[config.mk]
export PLATFORM = sky130hd
export DESIGN_NAME = bounded_deque_with_search_flat
export DESIGN_NICKNAME = d
export VERILOG_FILES = /design/src/hw/rtl/bdq_pkg.sv /design/src/hw/rtl/bdq_req_if.sv /design/src/hw/rtl/bdq_rsp_if.sv /design/src/hw/rtl/bdq_store.sv /design/src/hw/rtl/bounded_deque_with_search.sv /design/src/flat_wrapper.sv
export VERILOG_INCLUDE_DIRS = /design/src /design/src/hw/rtl
export SDC_FILE = /design/constraint.sdc
export NUM_CORES = 1
export LEC_CHECK = 0
export ABC_CLOCK_PERIOD_IN_PS = 13900
export BUFFER_PORTS_ARGS = -buffer_cell sky130_fd_sc_hd__buf_2
export CORE_ASPECT_RATIO = 1.5
export CORE_MARGIN = 2
export CORE_UTILIZATION = 55
export CTS_CLUSTER_DIAMETER = 30
export CTS_CLUSTER_SIZE = 8
export DETAILED_ROUTE_END_ITERATION = 10
export GPL_TIMING_DRIVEN = 0
export HOLD_SLACK_MARGIN = 0.15
export MAX_ROUTING_LAYER = met4
export PLACE_DENSITY = 0.81
export SLEW_MARGIN = 20
export SYNTH_ARGS = -nofsm -noshare
export SYNTH_HDL_FRONTEND = slang
export SYNTH_HIERARCHICAL = 1
export SYNTH_SLANG_ARGS = --single-unit
[constraint.sdc]
create_clock -name clk_i -period 13.9 [get_ports clk_i]
set_input_delay 0 -clock clk_i [delete_from_list [all_inputs] [get_ports clk_i]]
set_output_delay 0 -clock clk_i [all_outputs]
set_load 0.02 [all_outputs]
[src/hw/rtl/bounded_deque_with_search_defines.svh]
// Assertion macros for the bounded deque block.
// Included by the RTL files that carry concurrent assertions; no dependencies.
`ifndef BOUNDED_DEQUE_WITH_SEARCH_DEFINES_SVH
`define BOUNDED_DEQUE_WITH_SEARCH_DEFINES_SVH

// Check a property on every rising clock edge outside reset.
`define BDQ_ASSERT(label, clk, rst_n, prop, msg) \
  label: assert property (@(posedge clk) disable iff (!rst_n) prop) else $error(msg);

// Check that a condition never holds outside reset.
`define BDQ_ASSERT_NEVER(label, clk, rst_n, cond, msg) \
  `BDQ_ASSERT(label, clk, rst_n, !(cond), msg)

`endif

[src/hw/rtl/bdq_pkg.sv]
// Shared constants, codes and types of the bounded deque block.
// No dependencies; used by the interfaces, bdq_store and the top level.
package bdq_pkg;

  localparam int unsigned DEPTH_DEFAULT = 16;
  localparam int unsigned DATA_W        = 32;
  localparam int unsigned FUNC_W        = 3;
  localparam int unsigned STATUS_W      = 2;
  localparam int unsigned COUNT_W       = 5;

  typedef enum logic [FUNC_W-1:0] {
    FUNC_PUSH_FRONT = 3'd0,
    FUNC_POP_FRONT  = 3'd1,
    FUNC_PUSH_BACK  = 3'd2,
    FUNC_POP_BACK   = 3'd3,
    FUNC_SEARCH     = 3'd4,
    FUNC_COUNT      = 3'd5,
    FUNC_CLEAR      = 3'd6
  } bdq_func_e;

  typedef enum logic [STATUS_W-1:0] {
    STATUS_OK    = 2'd0,
    STATUS_FULL  = 2'd1,
    STATUS_EMPTY = 2'd2
  } bdq_status_e;

  typedef struct packed {
    logic done;
    logic found;
  } bdq_scan_rsp_t;

  typedef struct packed {
    bdq_status_e        status;
    logic               found;
    logic [COUNT_W-1:0] count;
  } bdq_result_t;

endpackage

[src/hw/rtl/bdq_req_if.sv]
// Request channel of the bounded deque: valid/ready plus func and value.
// Depends on bdq_pkg for field widths.
interface bdq_req_if;
  logic                              valid;
  logic                              ready;
  logic [bdq_pkg::FUNC_W-1:0]        func;
  logic signed [bdq_pkg::DATA_W-1:0] value;

  modport source (output valid, output func, output value, input ready);
  modport sink (input valid, input func, input value, output ready);
endinterface

[src/hw/rtl/bdq_rsp_if.sv]
// Response channel of the bounded deque: valid/ready plus status, found and count.
// Depends on bdq_pkg for field widths.
interface bdq_rsp_if;
  logic                         valid;
  logic                         ready;
  logic [bdq_pkg::STATUS_W-1:0] status;
  logic                         found;
  logic [bdq_pkg::COUNT_W-1:0]  count;

  modport source (output valid, output status, output found, output count, input ready);
  modport sink (input valid, input status, input found, input count, output ready);
endinterface

[src/hw/rtl/bdq_store.sv]
// Entry memory of the bounded deque and the sequential search engine over it.
// One registered read and one compare per cycle. Depends on bdq_pkg.
module bdq_store #(
  parameter int unsigned DEPTH = bdq_pkg::DEPTH_DEFAULT
) (
  input  logic                        clk_i,
  input  logic                        rst_ni,
  input  logic                        wr_en_i,
  input  logic [$clog2(DEPTH)-1:0]    wr_addr_i,
  input  logic [bdq_pkg::DATA_W-1:0]  wr_data_i,
  input  logic                        scan_start_i,
  input  logic [$clog2(DEPTH)-1:0]    scan_base_i,
  input  logic [$clog2(DEPTH+1)-1:0]  scan_len_i,
  input  logic [bdq_pkg::DATA_W-1:0]  scan_key_i,
  output bdq_pkg::bdq_scan_rsp_t      scan_rsp_o
);

  localparam int unsigned IdxW = $clog2(DEPTH);
  localparam int unsigned CntW = $clog2(DEPTH + 1);

  logic [bdq_pkg::DATA_W-1:0] mem_q [DEPTH];
  logic [bdq_pkg::DATA_W-1:0] rd_data_q;
  logic [bdq_pkg::DATA_W-1:0] key_q;
  logic                       active_q;
  logic                       rd_vld_q;
  logic [IdxW-1:0]            addr_q;
  logic [CntW-1:0]            left_q;
  logic [IdxW-1:0]            addr_next;
  logic                       hit;
  logic                       issue;
  logic                       done;

  assign hit       = rd_vld_q && (rd_data_q == key_q);
  assign issue     = active_q && (left_q != '0) && !hit;
  assign done      = active_q && (hit || ((left_q == '0) && !rd_vld_q));
  assign addr_next = (addr_q == IdxW'(DEPTH - 1)) ? '0 : addr_q + 1'b1;

  assign scan_rsp_o.done  = done;
  assign scan_rsp_o.found = hit;

  always_ff @(posedge clk_i) begin
    if (wr_en_i) begin
      mem_q[wr_addr_i] <= wr_data_i;
    end
    if (issue) begin
      rd_data_q <= mem_q[addr_q];
    end
    if (scan_start_i) begin
      key_q <= scan_key_i;
    end
  end

  always_ff @(posedge clk_i or negedge rst_ni) begin
    if (!rst_ni) begin
      active_q <= 1'b0;
      rd_vld_q <= 1'b0;
      addr_q   <= '0;
      left_q   <= '0;
    end else if (scan_start_i) begin
      active_q <= 1'b1;
      rd_vld_q <= 1'b0;
      addr_q   <= scan_base_i;
      left_q   <= scan_len_i;
    end else if (active_q) begin
      rd_vld_q <= issue;
      if (issue) begin
        addr_q <= addr_next;
        left_q <= left_q - 1'b1;
      end
      if (done) begin
        active_q <= 1'b0;
      end
    end
  end

endmodule

[src/hw/rtl/bounded_deque_with_search.sv]
// Top level of the bounded deque with membership search.
// Depends on bdq_pkg, bdq_req_if, bdq_rsp_if, bdq_store and the assertion macro header.
//
// A ring of DEPTH signed 32-bit entries used as a double-ended list. Each request
// transfer gives exactly one response transfer carrying status, found and the count
// after the request. Push, pop, count and clear finish in the cycle of the request
// transfer, and the response is registered, or held pending while an earlier one
// waits. A search reads the held entries through the single read port of the entry
// memory, one entry and one compare per cycle, and stops at the first match. The
// request side is not ready during a search, nor while a finished result waits
// behind a response that has not yet been transferred.
// Entries need no clearing after reset, so the block is ready right away.
`include "bounded_deque_with_search_defines.svh"

module bounded_deque_with_search #(
  parameter int unsigned DEPTH = bdq_pkg::DEPTH_DEFAULT
) (
  input  logic     clk_i,
  input  logic     rst_ni,
  bdq_req_if.sink  req_i,
  bdq_rsp_if.source rsp_o
);

  localparam int unsigned IdxW = $clog2(DEPTH);
  localparam int unsigned CntW = $clog2(DEPTH + 1);
  localparam int unsigned SumW = CntW + 1;

  typedef enum logic [2:0] {
    ST_IDLE = 3'b001,
    ST_SCAN = 3'b010,
    ST_WAIT = 3'b100
  } bdq_state_e;

  bdq_state_e              state_q, state_d;
  logic [IdxW-1:0]         front_q, front_d;
  logic [CntW-1:0]         count_q, count_d;
  logic                    out_valid_q;
  bdq_pkg::bdq_result_t    out_q;
  bdq_pkg::bdq_result_t    pend_q;
  bdq_pkg::bdq_result_t    res;
  bdq_pkg::bdq_scan_rsp_t  scan_rsp;

  logic                    req_fire;
  logic                    res_ready;
  logic                    out_free;
  logic                    is_full;
  logic                    is_empty;
  logic                    wr_en;
  logic [IdxW-1:0]         wr_addr;
  logic                    scan_start;
  logic [SumW-1:0]         back_sum;
  logic [SumW-1:0]         back_pos;
  logic [IdxW-1:0]         front_dec;
  logic [IdxW-1:0]         front_inc;
  logic [CntW+bdq_pkg::COUNT_W-1:0] cnt_ext;

  assign req_i.ready = (state_q == ST_IDLE);
  assign req_fire    = req_i.valid && req_i.ready;
  assign out_free    = !out_valid_q || rsp_o.ready;

  assign is_full   = (count_q == CntW'(DEPTH));
  assign is_empty  = (count_q == '0);
  assign back_sum  = SumW'(front_q) + SumW'(count_q);
  assign back_pos  = (back_sum >= SumW'(DEPTH)) ? back_sum - SumW'(DEPTH) : back_sum;
  assign front_dec = (front_q == '0) ? IdxW'(DEPTH - 1) : front_q - 1'b1;
  assign front_inc = (front_q == IdxW'(DEPTH - 1)) ? '0 : front_q + 1'b1;
  assign cnt_ext   = {{bdq_pkg::COUNT_W{1'b0}}, count_d};

  always_comb begin
    front_d    = front_q;
    count_d    = count_q;
    wr_en      = 1'b0;
    wr_addr    = front_dec;
    scan_start = 1'b0;
    res.status = bdq_pkg::STATUS_OK;
    res.found  = 1'b0;
    res_ready  = 1'b0;
    if (req_fire) begin
      res_ready = 1'b1;
      case (bdq_pkg::bdq_func_e'(req_i.func))
        bdq_pkg::FUNC_PUSH_FRONT: begin
          if (is_full) begin
            res.status = bdq_pkg::STATUS_FULL;
          end else begin
            front_d = front_dec;
            wr_en   = 1'b1;
            wr_addr = front_dec;
            count_d = count_q + 1'b1;
          end
        end
        bdq_pkg::FUNC_POP_FRONT: begin
          if (is_empty) begin
            res.status = bdq_pkg::STATUS_EMPTY;
          end else begin
            front_d = front_inc;
            count_d = count_q - 1'b1;
          end
        end
        bdq_pkg::FUNC_PUSH_BACK: begin
          if (is_full) begin
            res.status = bdq_pkg::STATUS_FULL;
          end else begin
            wr_en   = 1'b1;
            wr_addr = back_pos[IdxW-1:0];
            count_d = count_q + 1'b1;
          end
        end
        bdq_pkg::FUNC_POP_BACK: begin
          if (is_empty) begin
            res.status = bdq_pkg::STATUS_EMPTY;
          end else begin
            count_d = count_q - 1'b1;
          end
        end
        bdq_pkg::FUNC_SEARCH: begin
          scan_start = 1'b1;
          res_ready  = 1'b0;
        end
        bdq_pkg::FUNC_COUNT: begin
        end
        bdq_pkg::FUNC_CLEAR: begin
          front_d = '0;
          count_d = '0;
        end
        default: begin
        end
      endcase
    end else if (scan_rsp.done) begin
      res_ready = 1'b1;
      res.found = scan_rsp.found;
    end
    res.count = cnt_ext[bdq_pkg::COUNT_W-1:0];
  end

  always_comb begin
    state_d = state_q;
    case (state_q)
      ST_IDLE: begin
        if (req_fire) begin
          if (scan_start) begin
            state_d = ST_SCAN;
          end else if (!out_free) begin
            state_d = ST_WAIT;
          end
        end
      end
      ST_SCAN: begin
        if (scan_rsp.done) begin
          state_d = out_free ? ST_IDLE : ST_WAIT;
        end
      end
      ST_WAIT: begin
        if (out_free) begin
          state_d = ST_IDLE;
        end
      end
      default: begin
        state_d = ST_IDLE;
      end
    endcase
  end

  always_ff @(posedge clk_i or negedge rst_ni) begin
    if (!rst_ni) begin
      state_q     <= ST_IDLE;
      front_q     <= '0;
      count_q     <= '0;
      out_valid_q <= 1'b0;
    end else begin
      state_q <= state_d;
      front_q <= front_d;
      count_q <= count_d;
      if (state_q == ST_WAIT) begin
        if (out_free) begin
          out_valid_q <= 1'b1;
        end
      end else if (res_ready && out_free) begin
        out_valid_q <= 1'b1;
      end else if (rsp_o.ready) begin
        out_valid_q <= 1'b0;
      end
    end
  end

  always_ff @(posedge clk_i) begin
    if (state_q == ST_WAIT) begin
      if (out_free) begin
        out_q <= pend_q;
      end
    end else if (res_ready) begin
      if (out_free) begin
        out_q <= res;
      end else begin
        pend_q <= res;
      end
    end
  end

  assign rsp_o.valid  = out_valid_q;
  assign rsp_o.status = out_q.status;
  assign rsp_o.found  = out_q.found;
  assign rsp_o.count  = out_q.count;

  bdq_store #(
    .DEPTH(DEPTH)
  ) u_store (
    .clk_i        (clk_i),
    .rst_ni       (rst_ni),
    .wr_en_i      (wr_en),
    .wr_addr_i    (wr_addr),
    .wr_data_i    (req_i.value),
    .scan_start_i (scan_start),
    .scan_base_i  (front_q),
    .scan_len_i   (count_q),
    .scan_key_i   (req_i.value),
    .scan_rsp_o   (scan_rsp)
  );

  `BDQ_ASSERT(a_count_bound, clk_i, rst_ni, count_q <= CntW'(DEPTH), "count above depth")
  `BDQ_ASSERT(a_front_bound, clk_i, rst_ni, front_q <= IdxW'(DEPTH - 1), "front out of ring")
  `BDQ_ASSERT_NEVER(a_scan_done_idle, clk_i, rst_ni, scan_rsp.done && (state_q != ST_SCAN), "search result outside search")
  `BDQ_ASSERT(a_wait_holds_out, clk_i, rst_ni, (state_q == ST_WAIT) |-> out_valid_q, "pending result without busy output")
  `BDQ_ASSERT(a_full_push_keeps, clk_i, rst_ni, (req_fire && is_full && (req_i.func == bdq_pkg::FUNC_PUSH_FRONT || req_i.func == bdq_pkg::FUNC_PUSH_BACK)) |=> (count_q == $past(count_q)), "refused push changed count")

endmodule

[src/flat_wrapper.sv]
// flat-port wrapper written by rule: the top's interface ports become plain ports
module bounded_deque_with_search_flat 
#(
  parameter int unsigned DEPTH = bdq_pkg::DEPTH_DEFAULT
)
  (clk_i, rst_ni, req_i_valid, req_i_func, req_i_value, req_i_ready, rsp_o_valid, rsp_o_status, rsp_o_found, rsp_o_count, rsp_o_ready);
  bdq_req_if req_i_i ();
  bdq_rsp_if rsp_o_i ();
  input  logic clk_i;
  input  logic rst_ni;
  input wire logic [$bits(req_i_i.valid)-1:0] req_i_valid;
  input wire logic [$bits(req_i_i.func)-1:0] req_i_func;
  input wire logic [$bits(req_i_i.value)-1:0] req_i_value;
  output wire logic [$bits(req_i_i.ready)-1:0] req_i_ready;
  output wire logic [$bits(rsp_o_i.valid)-1:0] rsp_o_valid;
  output wire logic [$bits(rsp_o_i.status)-1:0] rsp_o_status;
  output wire logic [$bits(rsp_o_i.found)-1:0] rsp_o_found;
  output wire logic [$bits(rsp_o_i.count)-1:0] rsp_o_count;
  input wire logic [$bits(rsp_o_i.ready)-1:0] rsp_o_ready;
  assign req_i_i.valid = req_i_valid;
  assign req_i_i.func = req_i_func;
  assign req_i_i.value = req_i_value;
  assign req_i_ready = req_i_i.ready;
  assign rsp_o_valid = rsp_o_i.valid;
  assign rsp_o_status = rsp_o_i.status;
  assign rsp_o_found = rsp_o_i.found;
  assign rsp_o_count = rsp_o_i.count;
  assign rsp_o_i.ready = rsp_o_ready;
  bounded_deque_with_search #(.DEPTH(DEPTH)) u_core (.clk_i(clk_i), .rst_ni(rst_ni), .req_i(req_i_i), .rsp_o(rsp_o_i));
endmodule
Word level (Yosys, flattened, before mapping). Memories as Yosys holds them, arrays and structs flattened. A register that Yosys moved wholly into a read port is not among the register bits. Index checks and enable logic that the tools add are counted.

Flip-flop bits (word level): 72. Memories: 1. Bits in writable memories: 512. Bits of input ports: 39. Output and inout bits: 10.

Reduce and logical (&&, ||, !) cells: 30. Add/subtract/negate cells: 8. Mux-type cells: 56. Equal/unequal tests: 18. Bitwise logic cells: 2. Magnitude comparators: 1.

Memory list: u_core.u_store.mem_q (words 16, width 32, read ports 1, clocked after Yosys merged registers in 1, write ports 1, RTL line bdq_store.sv:21) `logic [bdq_pkg::DATA_W-1:0] mem_q [DEPTH];`.

Operators by type and width (count): 2-to-1 mux 4 bit (12); equality test 32 bit (1); 2-to-1 mux 8 bit (4); 2-to-1 mux 5 bit (6); 2-to-1 mux 1 bit (22); 2-to-1 mux 3 bit (6); case mux 5 bit (3 select lines) (1); case mux 4 bit (3 select lines) (1); logical NOT 5 bit (2); subtractor 5 x 1 -> 5 bit, second input constant (2); equality test 3 x 2 -> 1 bit, second input constant (3); equality test 3 bit, second input constant (3); case mux 3 bit (3 select lines) (1); adder 4 x 1 -> 4 bit, second input constant (2); equality test 4 bit, second input constant (2); inequality test 2 bit, second input constant (4); AND reduction 4 bit (2); subtractor 4 x 1 -> 4 bit, second input constant (2); logical AND 1 bit (7); adder 4 x 5 -> 6 bit (1); equality test 3 x 1 -> 1 bit, second input constant (2); greater-or-equal comparator 6 x 5 -> 1 bit, second input constant (1); AND reduction 2 bit (3); nonzero test 2 bit (3); 15 further kinds (22).

Logic depth before layout (Yosys ltp). Gate-level depths: netlist (run 1).

Depth after elaboration: 9. Mapped depth: 10.

Cells and area by module. Netlist (run 1), hierarchy kept.

Modules (own cells, without submodules): bdq_store (times used 1, area each 22260.1 um^2, cells each 913); bounded_deque_with_search (times used 1, area each 1880.6 um^2, cells each 187).

Least setup slack after synthesis (run 1). OpenSTA, ideal clock, no wires.

Kind: register to register. Start point: register u_core.count_q[1]. End point: memory u_core/u_store/mem_q[0][0] (netlist name), enable pin. Library setup time: 0.461 ns. Cell stages (with the launch flop): 10. Slack: 8.817 ns. Arrival time: 4.622 ns. Buffers on the path: 0. Period minus slack after synthesis: 5.083 ns. Cell sequence: dfrtp_1 inv_1 ha_1 nor3b_2 a2111oi_4 o211ai_1 nand2_1 o21ai_0 or3b_2 nor3_1.

Cells in the longest elaborated chain, start to end: 6.

Ends and longest elaborated chain: from (decl) (RTL line bounded_deque_with_search.sv:36) `logic [CntW-1:0] count_q, count_d;`; from (signal assigned) (RTL line bounded_deque_with_search.sv:172) `count_q <= count_d;`; equality test 5 bit (RTL line bounded_deque_with_search.sv:61) `assign is_full = (count_q == CntW'(DEPTH));`; 2-to-1 mux 1 bit (RTL line bounded_deque_with_search.sv:82, bounded_deque_with_search.sv:100); 2-to-1 mux 1 bit; 2-to-1 mux 1 bit (RTL line bounded_deque_with_search.sv:78) `if (req_fire) begin`; named net u_core.wr_en (RTL line bounded_deque_with_search.sv:48) `logic wr_en;`; 2-to-1 mux 1 bit (RTL line bdq_store.sv:42) `if (wr_en_i) begin`; 2-to-1 mux 1 bit (implied by the code) (RTL line bdq_store.sv:43) `mem_q[wr_addr_i] <= wr_data_i;`; to (decl) (RTL line bdq_store.sv:21).

The timed path passes the listed nets, and every way through them passes these cells.

Final worst setup path (run 1).
Start point: register u_core.count_q[1]. End point: memory u_core/u_store/mem_q[13][16] (netlist name), enable pin.

The elaborated chain is that of the path after synthesis.

==> results of run 1 <==
-- synth_stat cells (9+ instances only) --
master,number
a21oi_1,13
buf_2,13
buf_4,11
clkbuf_1,15
dfrtp_1,23
edfxtp_1,592
ha_1,10
inv_1,15
mux4_2,160
nand2_1,22
nor2_1,33
nor3_1,9
nor4_1,9
o21ai_0,19
xor2_1,33
-- worst max-delay path: cells and delay by family (launching register included) --
kind            cells  cell delay, ns
flops               1            0.51
compound gates      3            1.65
fa+ha+maj           1            0.25
buf+inv             2            0.42
simple gates        3            1.44
-- area by class of cell --
cell class | instances | share of cell area
Sequential cell | 616 | 0.634
Multi-Input combinational cell | 417 | 0.191
Clock buffer | 114 | 0.0853
Timing Repair Buffer | 127 | 0.0447
Tap cell | 576 | 0.0249
Buffer | 51 | 0.00963
Clock inverter | 17 | 0.00777
Inverter | 16 | 0.00207
Antenna cell | 1 | 0.0000864
-- logic make-up (layout without fill, tap and decap cells) --
family / after synthesis / after routing / share of synthesized area
AO/OA/AOI/OAI: 78 / 78 / 0.0238
flip-flops: 616 / 616 / 0.761
XOR/XNOR: 38 / 38 / 0.0138
other: 0 / 1 / 0
AND/OR/NAND/NOR: 123 / 123 / 0.0286
adder cells (fa/ha/maj): 11 / 11 / 0.00601
multiplexers: 167 / 167 / 0.152
buffers and inverters: 67 / 325 / 0.0140
-- worst paths after layout --
kind | endpoint | slack (ns) | cells after the start
min in group asynchronous | u_core/state_q[2] | 0.43 | 4
setup / recovery | u_core/u_store/mem_q[13][16] | 9.30 | 9
hold / removal | u_core/u_store/mem_q[11][15] | 0.33 | 2
max in group asynchronous | u_core/front_q[2] | 13.30 | 4
hold reg to reg | u_core/u_store/addr_q[3] | 0.51 | 1
setup reg to reg | u_core/u_store/mem_q[13][16] | 9.30 | 9
-- where the power goes --
part | internal (mW) | leakage (nW) | switching, mW
logic | 0.670 | 2.54 | 0.820
registers | 2.23 | 5.67 | 0.0867
clock network | 1.31 | 1.30 | 0.772
total | 4.20 | 9.51 | 1.68
-- flip-flops by register name, indices dropped and copies added, names as in the netlist --
name	flops
u_core/count_q	5
u_core/front_q	4
u_core/pend_q	8
u_core/rsp_o.count	5
u_core/rsp_o.found	1
u_core/rsp_o.status	2
u_core/rsp_o.valid	1
u_core/state_q	3
u_core/u_store/active_q	1
u_core/u_store/addr_q	4
u_core/u_store/key_q	32
u_core/u_store/left_q	5
u_core/u_store/mem_q	512
u_core/u_store/rd_data_q	32
u_core/u_store/rd_vld_q	1
-- layer usage --
layer,up-vias,global-route usage,share of wire
met3,224,0.0514,0.082
met1,6608,0.331,0.34
met4,0,0.160,0.054
met2,890,0.475,0.53
met5,-,-,0
li1,5057,-,-
-- per-stage QoR --
step                      total power, mW  std cells  hold slack (ns)  setup slack, ns  utilization
after detailed placement             3.76       1759           0.0355             9.49        0.592
final                                5.88       1935            0.334             9.30        0.664
after CTS                            5.90       1934            0.302             9.40        0.664
after global placement               3.66       1723           0.0335             6.06        0.575
after floorplan                      3.29       1100           -0.296             8.82            -
after global routing                 6.05       1935            0.346             9.05        0.664
==> impl_metrics.env, run 1 <==
export IMPL_avgRoutedWirePerCell_um=31.6
export IMPL_drv_cap=0
export IMPL_ctsLongestPathBuffers=3
export IMPL_hold_viol=0
export IMPL_post_cts_setup_buffers=0
export IMPL_synth_edf_count=592
export IMPL_ys_async_sr_fraction=0.0390
export IMPL_tightest_slew_ns=1.15
export IMPL_floorplan_initialDensity=0.553
export IMPL_irDropWorstVdd_mv=0.105
export IMPL_place_gp_congestion=0.812
export IMPL_cts_tree="done"
export IMPL_critical_path_peak_fanout=18
export IMPL_grt_pass1_wl_um=90100
export IMPL_ios=49
export IMPL_core_um2=43600
export IMPL_synthDistinctLibCells=72
export IMPL_grtUsageTotal=0.286
export IMPL_cts_num_sinks=616
export IMPL_skew_ns=0.0324
export IMPL_die_w_um=175
export IMPL_cp_start_kind="flop"
export IMPL_grt_pass1_vias=13600
export IMPL_postRouteAntennaNets=0
export IMPL_finalNetCount=1373
export IMPL_final_area_um2=29000
export IMPL_slowest_stage="nor2_4"
export IMPL_routed_via_density=6.60
export IMPL_placed_cell_area_um2=25800
export IMPL_htree_levels=3
export IMPL_maxSlewViolCount=0
export IMPL_postCtsResizedCells=0
export IMPL_clkTransAtPathRegs_ns=0.05
export IMPL_tns_ns=0
export IMPL_final_cell_mix="edfxtp_1 (592), mux4_2 (160), clkbuf_16 (96), buf_2 (60), dlygate4sd3_1 (43)"
export IMPL_ys_top_cells_by_area="edfxtp_1 (74%), mux4_2 (15%), dfrtp_1 (2.4%)"
export IMPL_status="complete, no violations"
export IMPL_finalSetupViolCount=0
export IMPL_overflow=0
export IMPL_drc_errors=0
export IMPL_min_period_ns=4.60
export IMPL_grt_max_degree=35
export IMPL_ys_ff_latch=616
export IMPL_synth_area_um2=24100
export IMPL_cts_hold_buf=44
export IMPL_hold_start="req_i_value[15]"
export IMPL_synth_nets=1150
export IMPL_crit_type="flop to flop"
export IMPL_syn_to_final_growth_pct=20.0
export IMPL_drive_above_1_share=0.313
export IMPL_num_rows=94
export IMPL_vias=12800
export IMPL_cts_buffers=94
export IMPL_register_area_um2=18400
export IMPL_r2r_start="u_core/count_q[1]"
export IMPL_avgSynthCellArea_um2=21.9
export IMPL_drtIter0Drc=1385
export IMPL_layout_commonest_cell="edfxtp_1"
export IMPL_clock_latency_ns=0.61
export IMPL_postSynthCellCount=1100
export IMPL_fp_dieH_um=261
export IMPL_antenna_found_initial=1
export IMPL_dp_hpwl_um=35200
export IMPL_crit_start="u_core/count_q[1]"
export IMPL_fmax_mhz=217
export IMPL_rsz0062_at_grt="false"
export IMPL_leakagePower_nw=9.51
export IMPL_max_stage_delay_ns=0.77
export IMPL_timing_slew_headroom=0.231
export IMPL_crit_path_end_kind="flop"
export IMPL_power_density_nw_per_um2=203
export IMPL_wirelength_um=61200
export IMPL_fin_crit_sh=0.331
export IMPL_synth_top_area_frac=0.736
export IMPL_drt_pass1_iterations=6
export IMPL_cp_required_ns=14.19
export IMPL_arrival_ns=4.90
export IMPL_min_path_type="input port to flop"
export IMPL_die_area_um2=45600
export IMPL_multi_input_area_um2=5540
export IMPL_crit_chain="inv_1 > ha_1 > nor3b_2 > a2111oi_4 > o211ai_1 > a31oi_1 > nand2b_1 > nor2_4 > buf_12"
export IMPL_yosysTopAreaCell="edfxtp_1"
export IMPL_fillers=2506
export IMPL_synth_warnings=6
export IMPL_synth_seq_area_share=0.761
export IMPL_io_buffers=47
export IMPL_synth_flop_cell="edfxtp_1"
export IMPL_clock_root_buffer="clkbuf_16"
(Power assumes the default switching activity.)
==> run 2: changes to the inputs <==
ABC_AREA = 1   (was unset)
ABC_CLOCK_PERIOD_IN_PS = 4000   (was 13900)
PLACE_DENSITY = 0.84   (was 0.81)
clock period = 4 ns   (was 13.9 ns; I/O delays follow)
==> run 2 against run 1 <==
  * Core utilization is 0.45 points lower
  * Clock skew is 0.0072 ns lower
  * Register-to-register slack worse by 8.9 ns
  * Die area is 4.4% higher
  * Global-route usage is 5.5 points higher
  * Combinational power grew to 5.3 times the previous value
  * Non-clock buffer count is 50 higher
  * Sequential power grew to 3.5 times the previous value
  * Design area is 3.6% higher
  * Worst hold slack worse by 0.022 ns
  * Critical endpoint is now u_core/u_store/mem_q[12][15]
==> impl_metrics.env, run 2 <==
export IMPL_n_antenna_cell=0
export IMPL_synth_area_um2=25200
export IMPL_overflow=0
export IMPL_synth_seq_area_share=0.729
export IMPL_crit_path_end_kind="flop"
export IMPL_cts_hold_buf=46
export IMPL_drt_pass1_iterations=6
export IMPL_cts_buffers=95
export IMPL_timing_slew_headroom=0.347
export IMPL_ios=49
export IMPL_drtIter0Drc=2638
export IMPL_min_path_type="input port to flop"
export IMPL_clock_latency_ns=0.63
export IMPL_ctsLongestPathBuffers=3
export IMPL_worstRegToRegCells=10
export IMPL_synth_edf_count=592
export IMPL_fin_util=0.659
export IMPL_hold_viol=0
export IMPL_place_gp_congestion=0.979
export IMPL_grt_pass1_vias=19400
export IMPL_crit_reg2reg_capture="u_core/u_store/mem_q[12][15]"
export IMPL_post_cts_setup_buffers=0
export IMPL_dp_hpwl_um=50500
export IMPL_vias=18700
export IMPL_top_regs="u_core/u_store/mem_q (512), u_core/u_store/key_q (32), u_core/u_store/rd_data_q (32)"
export IMPL_synthTopCellsByCount="edfxtp_1 (592), nor2_1 (353), o21ai_0 (216)"
export IMPL_ys_async_sr_fraction=0.0390
export IMPL_cts_num_sinks=616
export IMPL_synth_most_common_cell="edfxtp_1"
export IMPL_fin_crit_sh=0.908
export IMPL_floorplan_initialDensity=0.554
export IMPL_tightest_slew_ns=0.979
export IMPL_io_buffers=48
export IMPL_leakagePower_nw=10.6
export IMPL_finalNetCount=2294
export IMPL_die_w_um=179
export IMPL_drc_errors=0
export IMPL_min_delay_worst_endpoint="u_core/u_store/mem_q[15][16]"
export IMPL_postRouteAntennaNets=0
export IMPL_top_register="u_core/u_store/mem_q"
export IMPL_cp_start_kind="flop"
export IMPL_fmax_mhz=275
export IMPL_wirelength_um=77800
export IMPL_syn_to_final_growth_pct=19.1
export IMPL_critical_path_peak_fanout=17
export IMPL_grtUsageTotal=0.341
export IMPL_die_area_um2=47600
export IMPL_avgRoutedWirePerCell_um=27.1
export IMPL_synth_flop_cell="edfxtp_1"
export IMPL_status="complete, no violations"
export IMPL_postSynthCellCount=2031
export IMPL_min_period_ns=3.63
export IMPL_antenna_found_initial=0
export IMPL_cp_required_ns=4.32
export IMPL_fillers=2930
export IMPL_grt_pass1_wl_um=114000
export IMPL_r2r_start="u_core/count_q[0]"
export IMPL_core_um2=45500
export IMPL_irDropWorstVdd_mv=0.396
export IMPL_ys_top_cells_by_area="edfxtp_1 (71%), nor2_1 (5.3%), o21ai_0 (4.3%)"
export IMPL_yosysTopAreaCell="edfxtp_1"
export IMPL_num_rows=96
export IMPL_postCtsResizedCells=0
export IMPL_synth_nets=2081
export IMPL_placed_cell_area_um2=26800
export IMPL_grt_max_degree=28
export IMPL_skew_ns=0.0252
export IMPL_final_cell_mix="edfxtp_1 (592), nor2_1 (337), o21ai_0 (216), nand2_1 (204), o22ai_1 (149)"
export IMPL_drive_above_1_share=0.127
export IMPL_synth_warnings=6
export IMPL_final_area_um2=30000
export IMPL_rsz0062_at_grt="false"
export IMPL_routed_via_density=6.51
export IMPL_clkTransAtPathRegs_ns=0.05
export IMPL_synthDistinctLibCells=46
export IMPL_largest_register_ff_count=512
export IMPL_arrival_ns=3.95
export IMPL_hold_start="req_i_value[16]"
export IMPL_clock_root_buffer="clkbuf_16"
export IMPL_ys_ff_latch=616
export IMPL_htree_levels=3
export IMPL_synth_top_area_frac=0.705
export IMPL_crit_type="flop to flop"
export IMPL_fp_dieH_um=266
export IMPL_cts_tree="done"
export IMPL_tns_ns=0
export IMPL_layout_commonest_cell="edfxtp_1"
export IMPL_drv_cap=0
export IMPL_crit_start="u_core/count_q[0]"
export IMPL_min_path_cells=2
export IMPL_rrSetupSlack_ns=0.37
export IMPL_power_density_nw_per_um2=774
export IMPL_finalSetupViolCount=0
export IMPL_maxSlewViolCount=0
export IMPL_fin_hold_ws_ns=0.312
export IMPL_avgSynthCellArea_um2=12.4
-- run 2: cell count changes in the layout (fill, tap and decap cells not counted), moves of 41 or more --
cell | before | now
o22ai_1 | 1 | 149
o21ai_0 | 19 | 216
inv_1 | 14 | 91
o21ai_1 | 0 | 107
nor2_1 | 21 | 337
nand3_1 | 6 | 47
mux4_2 | 160 | 0
nand2_1 | 22 | 204
-- run 2: stage by stage --
step | power, mW | std cells | setup WS, ns
global route | 23.9 | 2870 | 0.218
detailed placement | 15.5 | 2689 | 0.540
floorplan | 12.6 | 2031 | 0.547
CTS | 22.8 | 2870 | 0.482
finish | 23.2 | 2870 | 0.367
global placement | 15.1 | 2667 | -1.24
-- run 2: power breakdown --
group	internal (mW)	switching [mW]	total [mW]	leakage, nW
combinational	2.22	5.75	7.97	3.60
clock	4.43	2.69	7.13	1.31
sequential	7.76	0.385	8.14	5.66
total	14.4	8.83	23.2	10.6
-- run 2: layer usage --
layer	routed length (µm)	global-route usage
met2	38300	0.548
met3	8450	0.0839
met5	0	-
met1	23500	0.349
met4	7500	0.280
-- run 2: worst max path at each step --
stage / to / cells past startpoint
after CTS: u_core/u_store/mem_q[12][15] / 10
after detailed placement: u_core/u_store/mem_q[10][21] / 10
after global routing: u_core/u_store/mem_q[12][30] / 10
after global placement: u_core/u_store/mem_q[15][11] / 9
final: u_core/u_store/mem_q[12][15] / 10
after floorplan: u_core/u_store/mem_q[4][0] / 10
-- run 2: cell type report --
class	count	area [µm²]	area share
buffer	112	598	0.0199
multi-input combinational	1205	5990	0.200
tap	588	736	0.0245
inverter	98	370	0.0123
clock inverter	22	229	0.00763
clock buffer	113	2470	0.0821
timing repair buffer	116	1250	0.0416
sequential	616	18400	0.612
-- run 2: worst max-delay path, cell delays in order, from the launching register on --
cell and delay [ns]:
dfrtp_1 0.49, inv_1 0.15, ha_1 0.34, nand3_2 0.15, nand2_2 0.08, nor2_2 0.23
nand2_2 0.13, o21ai_1 0.30, nand3_1 0.39, nor2_4 0.76, buf_16 0.26
-- run 2: kinds of logic after synthesis --
family / after synthesis / share of synthesized area
compound gates: 525 / 0.114
xor+xnor: 17 / 0.00590
fa+ha+maj: 11 / 0.00576
buf+inv: 210 / 0.0384
flops: 616 / 0.729
simple gates: 652 / 0.107
